`src/design/nftgt_pkg.sv`:
```
// Package with the opcodes, command codes and fill pattern of the NAND target interface.
package nftgt_pkg;

	localparam int OPCODE_W = 2;
	localparam int BYTE_W   = 8;
	localparam int ID_W     = 40;

	localparam logic [OPCODE_W-1:0] OP_CMD_WRITE  = 2'd0;
	localparam logic [OPCODE_W-1:0] OP_ADDR_WRITE = 2'd1;
	localparam logic [OPCODE_W-1:0] OP_READ       = 2'd2;

	localparam logic [BYTE_W-1:0] CMD_READ_ID   = 8'h90;
	localparam logic [BYTE_W-1:0] CMD_RESET     = 8'hFF;
	localparam logic [BYTE_W-1:0] CMD_PAGE_LOAD = 8'h30;

	localparam logic [ID_W-1:0] ID_RESET = 40'hC8_DA_90_95_44;

	localparam logic [BYTE_W-1:0] FILL_BASE  = 8'h64;
	localparam int                MARKER_LEN = 10;

	// Request from the event logic to the buffer sweep sequencer.
	typedef struct packed {
		logic id_load;
		logic page_load;
	} seq_start_t;

	// Status of the sequencer as seen by the event logic.
	typedef struct packed {
		logic busy;
		logic we;
	} seq_stat_t;

	// Ten-character marker that heads a loaded page.
	function automatic logic [BYTE_W-1:0] marker_byte(input logic [3:0] idx);
		logic [BYTE_W-1:0] b;
		case (idx)
			4'd0:    b = 8'h44;
			4'd1:    b = 8'h6F;
			4'd2:    b = 8'h6E;
			4'd3:    b = 8'h57;
			4'd4:    b = 8'h75;
			4'd5:    b = 8'h7A;
			4'd6:    b = 8'h68;
			4'd7:    b = 8'h65;
			4'd8:    b = 8'h72;
			4'd9:    b = 8'h65;
			default: b = 8'h00;
		endcase
		return b;
	endfunction

endpackage

```
`src/design/nftgt_seq.sv`:
```
// Sweep sequencer that writes the ID bytes or the test pattern into the page buffer.
module nftgt_seq #(
	parameter int PAGE_BYTES = 2112
) (
	input  logic                             clk,
	input  logic                             arst_n,
	input  nftgt_pkg::seq_start_t            start,
	input  logic [nftgt_pkg::ID_W-1:0]       id_bytes,
	output nftgt_pkg::seq_stat_t             stat,
	output logic [$clog2(PAGE_BYTES)-1:0]    wr_addr,
	output logic [nftgt_pkg::BYTE_W-1:0]     wr_data
);
	import nftgt_pkg::*;

	localparam int AW = $clog2(PAGE_BYTES);

	logic          busy_q;
	logic          id_mode_q;
	logic [AW-1:0] cnt_q;
	logic [ID_W-1:0] id_sh_q;
	logic          last;
	logic [BYTE_W-1:0] fill_byte;

	assign last = id_mode_q ? (cnt_q == AW'(4)) : (cnt_q == AW'(PAGE_BYTES - 1));

	always_comb begin
		if (cnt_q < AW'(MARKER_LEN)) begin
			fill_byte = marker_byte(cnt_q[3:0]);
		end else begin
			fill_byte = {2'b00, cnt_q[5:0]} + FILL_BASE;
		end
	end

	always_ff @(posedge clk or negedge arst_n) begin
		if (!arst_n) begin
			busy_q    <= 1'b0;
			id_mode_q <= 1'b0;
			cnt_q     <= '0;
		end else if (start.id_load || start.page_load) begin
			busy_q    <= 1'b1;
			id_mode_q <= start.id_load;
			cnt_q     <= '0;
		end else if (busy_q) begin
			cnt_q <= cnt_q + AW'(1);
			if (last) begin
				busy_q <= 1'b0;
			end
		end
	end

	// The ID value is captured at the start so the sweep sees one consistent word.
	always_ff @(posedge clk) begin
		if (start.id_load) begin
			id_sh_q <= id_bytes;
		end else if (busy_q) begin
			id_sh_q <= {id_sh_q[ID_W-BYTE_W-1:0], {BYTE_W{1'b0}}};
		end
	end

	assign stat.busy = busy_q;
	assign stat.we   = busy_q;
	assign wr_addr   = cnt_q;
	assign wr_data   = id_mode_q ? id_sh_q[ID_W-1:ID_W-BYTE_W] : fill_byte;

endmodule

```
`config.mk`:
```
export PLATFORM = sky130hd
export DESIGN_NAME = nftgt_seq
export DESIGN_NICKNAME = d
export VERILOG_FILES = /design/src/design/nftgt_pkg.sv /design/src/design/nftgt_seq.sv
export SDC_FILE = /design/constraint.sdc
export NUM_CORES = 1
export LEC_CHECK = 0
export BUFFER_PORTS_ARGS = -buffer_cell sky130_fd_sc_hd__buf_4
export CAP_MARGIN = 20
export CELL_PAD_IN_SITES_DETAIL_PLACEMENT = 0
export CELL_PAD_IN_SITES_GLOBAL_PLACEMENT = 2
export CORE_UTILIZATION = 38
export DETAILED_ROUTE_END_ITERATION = 10
export HOLD_SLACK_MARGIN = 0.02
export PLACE_DENSITY_LB_ADDON = 0.15
export SYNTH_ARGS = -nofsm -noshare
export SYNTH_HDL_FRONTEND = slang
export SYNTH_SLANG_ARGS = --single-unit
```
`constraint.sdc`:
```
create_clock -name clk -period 4.34 [get_ports clk]
set_input_delay 0.868 -clock clk [delete_from_list [all_inputs] [get_ports clk]]
set_output_delay 0.868 -clock clk [all_outputs]
set_load 0.01 [all_outputs]
```
==> impl_metrics.toml <==
[cts]
clkSinkCount = 54
cts_tree = "done"
numCtsBuffers = 5
htree_levels = 2
clock_tree.root_cell = "clkbuf_8"
hold_buffers = 0
cts_setup_buffers = 0
clk_pin_slew_ns = 0.09
cts_resized = 0
cts_buffer_depth = 2
worstSkewPairLatency_ns = 0.30

[logic_synthesis]
synth_area_um2 = 2800
synth_top_area_share_pct = 43.0
synth_nets = 263
postSynth.asyncResetShare_pct = 25.9
synth_edf_count = 40
postSynthCellCount = 214
synth.most_common_cell = "edfxtp_1"
seq_area_frac_synth_pct = 55.5
yosysTopAreaCell = "edfxtp_1"
synthTopCellsByArea = "edfxtp_1, mux2_2, dfrtp_1, xnor2_1, nor2_1"
synthFlopType = "edfxtp_1"
yosys_warnings = 0
synth_seq_cells = 54
avgSynthCellArea_um2 = 13.1
yosys-top-cells-count = "edfxtp_1, mux2_2, nor2_1"
synth.distinct_cells = 42

[worst_setup_path]
cp.depth = 7
max_stage_delay_ns = 0.61
arrival_ns = 2.39
endpoint_kind = "output pin"
slowest_stage = "dfrtp_1"
critPathCapture = "wr_data[0]"
critPathLaunch = "wr_addr[2]"
r2r-end = "wr_addr[8]"
crit_family = "compound AO/OA/AOI/OAI gates"
critical_path.cell_chain = "inv_1 -> ha_1 -> a21oi_1 -> nand4_2 -> a211oi_2 -> o31ai_2 -> buf_4"
r2r_setup_slack_ns = 2.43
cp.required_ns = 3.47
cp_max_fo = 14
worstSetupPathType = "reg -> out"
cp_num_buf_inv = 2
worstRegToRegCells = 5
critPathLaunchType = "flop"
reg2reg_from = "wr_addr[3]"

[placed_design]
dp.cells = 359
hpwlAfterDp_mm = 3.73
io_buffers = 65
gp_congestion = 0.772

[power_and_ir_drop]
clkPwrFrac_pct = 31.0
switching_share_pct = 20.0
vdd_drop_max_uv = 178
seqPwrFrac_pct = 58.1
p_comb_share_pct = 11.0
netSwitchingPower_uw = 209
power_density_nw_per_um2 = 305
p_int_uw = 834
p_leak_uw = 0.00139

[floorplanning]
coreArea_um2 = 6940
die_h_um = 87.8
start_util_pct = 40.3
fp.dieW_um = 87.8
io_pins = 66
die-area_um2 = 7700
rows = 30

[timing]
fin_crit_ns = 3.26
setup_viol = 0
period_share_pct = 75.1
rsz0062_at_grt = "no"
worstMarginPinSlew_ns = 0.915
slew_headroom_pct = 39.0
skew_ns = 0.0103
fmaxAchievable_mhz = 307
final.setup.tns_ns = 0
slew_viol_final = 0
hold_viol = 0

[grt]
gr-total-overflow = 0
grt_max_degree = 46
grt_pass1_wl_mm = 8.62
grt_usage_pct = 14.7
grt_pass1_vias = 1736
antenna_found_initial = 0

[final_layout]
fin_cells = 366
area_growth_pct = 22.2
num-nets-final = 319
antennaDiodeCount = 0
drive_gt1_share_pct = 45.6

[min_path]
min_path_type = "in -> async"

[routing]
routedWlPerCell_um = 14.5
ant_nets = 0
vias = 1793
firstDrtPassIters = 4
first_iter_violations = 105
drc_errors = 0
finalWirelength_mm = 5.32
vias_per_cell = 4.90

[run_status]
outcome = "finished, final reports clean"

[run]
timing.max_cap.violations = 0
power groups by stage:
stage	Combinational [µW]	Sequential, µW	Clock, µW
global route	126	610	354
global placement	116	617	0
detailed placement	116	618	0
CTS	117	606	336
finish	114	606	323
floorplan	66.6	610	0
through the flow:
step | cell area [µm²] | power, µW | setup slack (ns) | hold WS, ns | utilization (%)
3_5_place_dp | 3310 | 734 | 1.42 | 0.533 | 47.6
4_1_cts | 3410 | 1060 | 1.08 | 0.399 | 49.2
3_3_place_gp | 3310 | 733 | 1.47 | 0.528 | 47.6
6_report | 3410 | 1040 | 1.08 | 0.405 | 49.2
2_1_floorplan | 2800 | 677 | 1.89 | 0.525 | -
5_1_grt | 3410 | 1090 | 0.901 | 0.402 | 49.2
flip-flops by register name, indices dropped and copies added (netlist names):
| signal | flops |
|---|---|
| id_sh_q | 40 |
| wr_addr | 12 |
| busy_q | 1 |
| id_mode_q | 1 |
final cells by class:
type                            count  area, µm²
Clock buffer                        5       68.8
Multi-Input combinational cell    140       1130
Inverter                            4       15.0
Clock inverter                      2       38.8
Fill cell                         636       3530
Tap cell                           96        120
Timing Repair Buffer               65        488
Sequential cell                    54       1550
kinds of logic (layout without fill, tap and decap cells):
family | count (synthesis) | after routing | share of synthesized area [%]
and+or+nand+nor | 62 | 62 | 13.6
DFF | 54 | 54 | 55.5
muxes | 34 | 34 | 13.6
AOI/OAI and AO/OA | 27 | 27 | 7.34
buffers and inverters | 20 | 76 | 3.98
xor gates and xnor gates | 12 | 12 | 3.76
adders and majority gates | 5 | 5 | 2.24
worst min-delay path by stage:
stage          slack [ns]   startpoint  depth (start not counted)          end
2_1_floorplan        0.52  id_sh_q[31]                          1  id_sh_q[39]
3_3_place_gp         0.53   id_sh_q[4]                          1  id_sh_q[12]
3_5_place_dp         0.53  id_sh_q[21]                          1  id_sh_q[29]
4_1_cts              0.40       arst_n                          1  wr_addr[10]
5_1_grt              0.40       arst_n                          1  wr_addr[10]
6_report             0.41       arst_n                          1  wr_addr[10]
metal layers:
layer  share of wire (%)  vias to the layer above  track usage [%]
met5                   0                        -                0
met4                 1.1                        0             3.87
met3                 5.2                        4             3.77
met2                  47                       44             22.0
met1                  47                      853             21.1
li1                    -                      892                -
worst reg2reg max path, stage by stage (launching register included):
cell	delay, ns
dfrtp_1	0.68
ha_1	0.36
nand3_1	0.22
nor4b_2	0.34
xnor2_1	0.15
nor2_1	0.06
cells in the final DEF (no fill, tap or decap), types with 4 or more instances in the layout:
cell / count
o21ai_0: 8
ha_1: 5
inv_1: 4
and2_1: 9
a21oi_1: 6
nor2_1: 17
mux2_2: 32
buf_4: 65
xnor2_1: 8
dfrtp_1: 14
clkbuf_8: 5
edfxtp_1: 40
xor2_1: 4
nand2_1: 13
(Power assumes the default switching activity.)
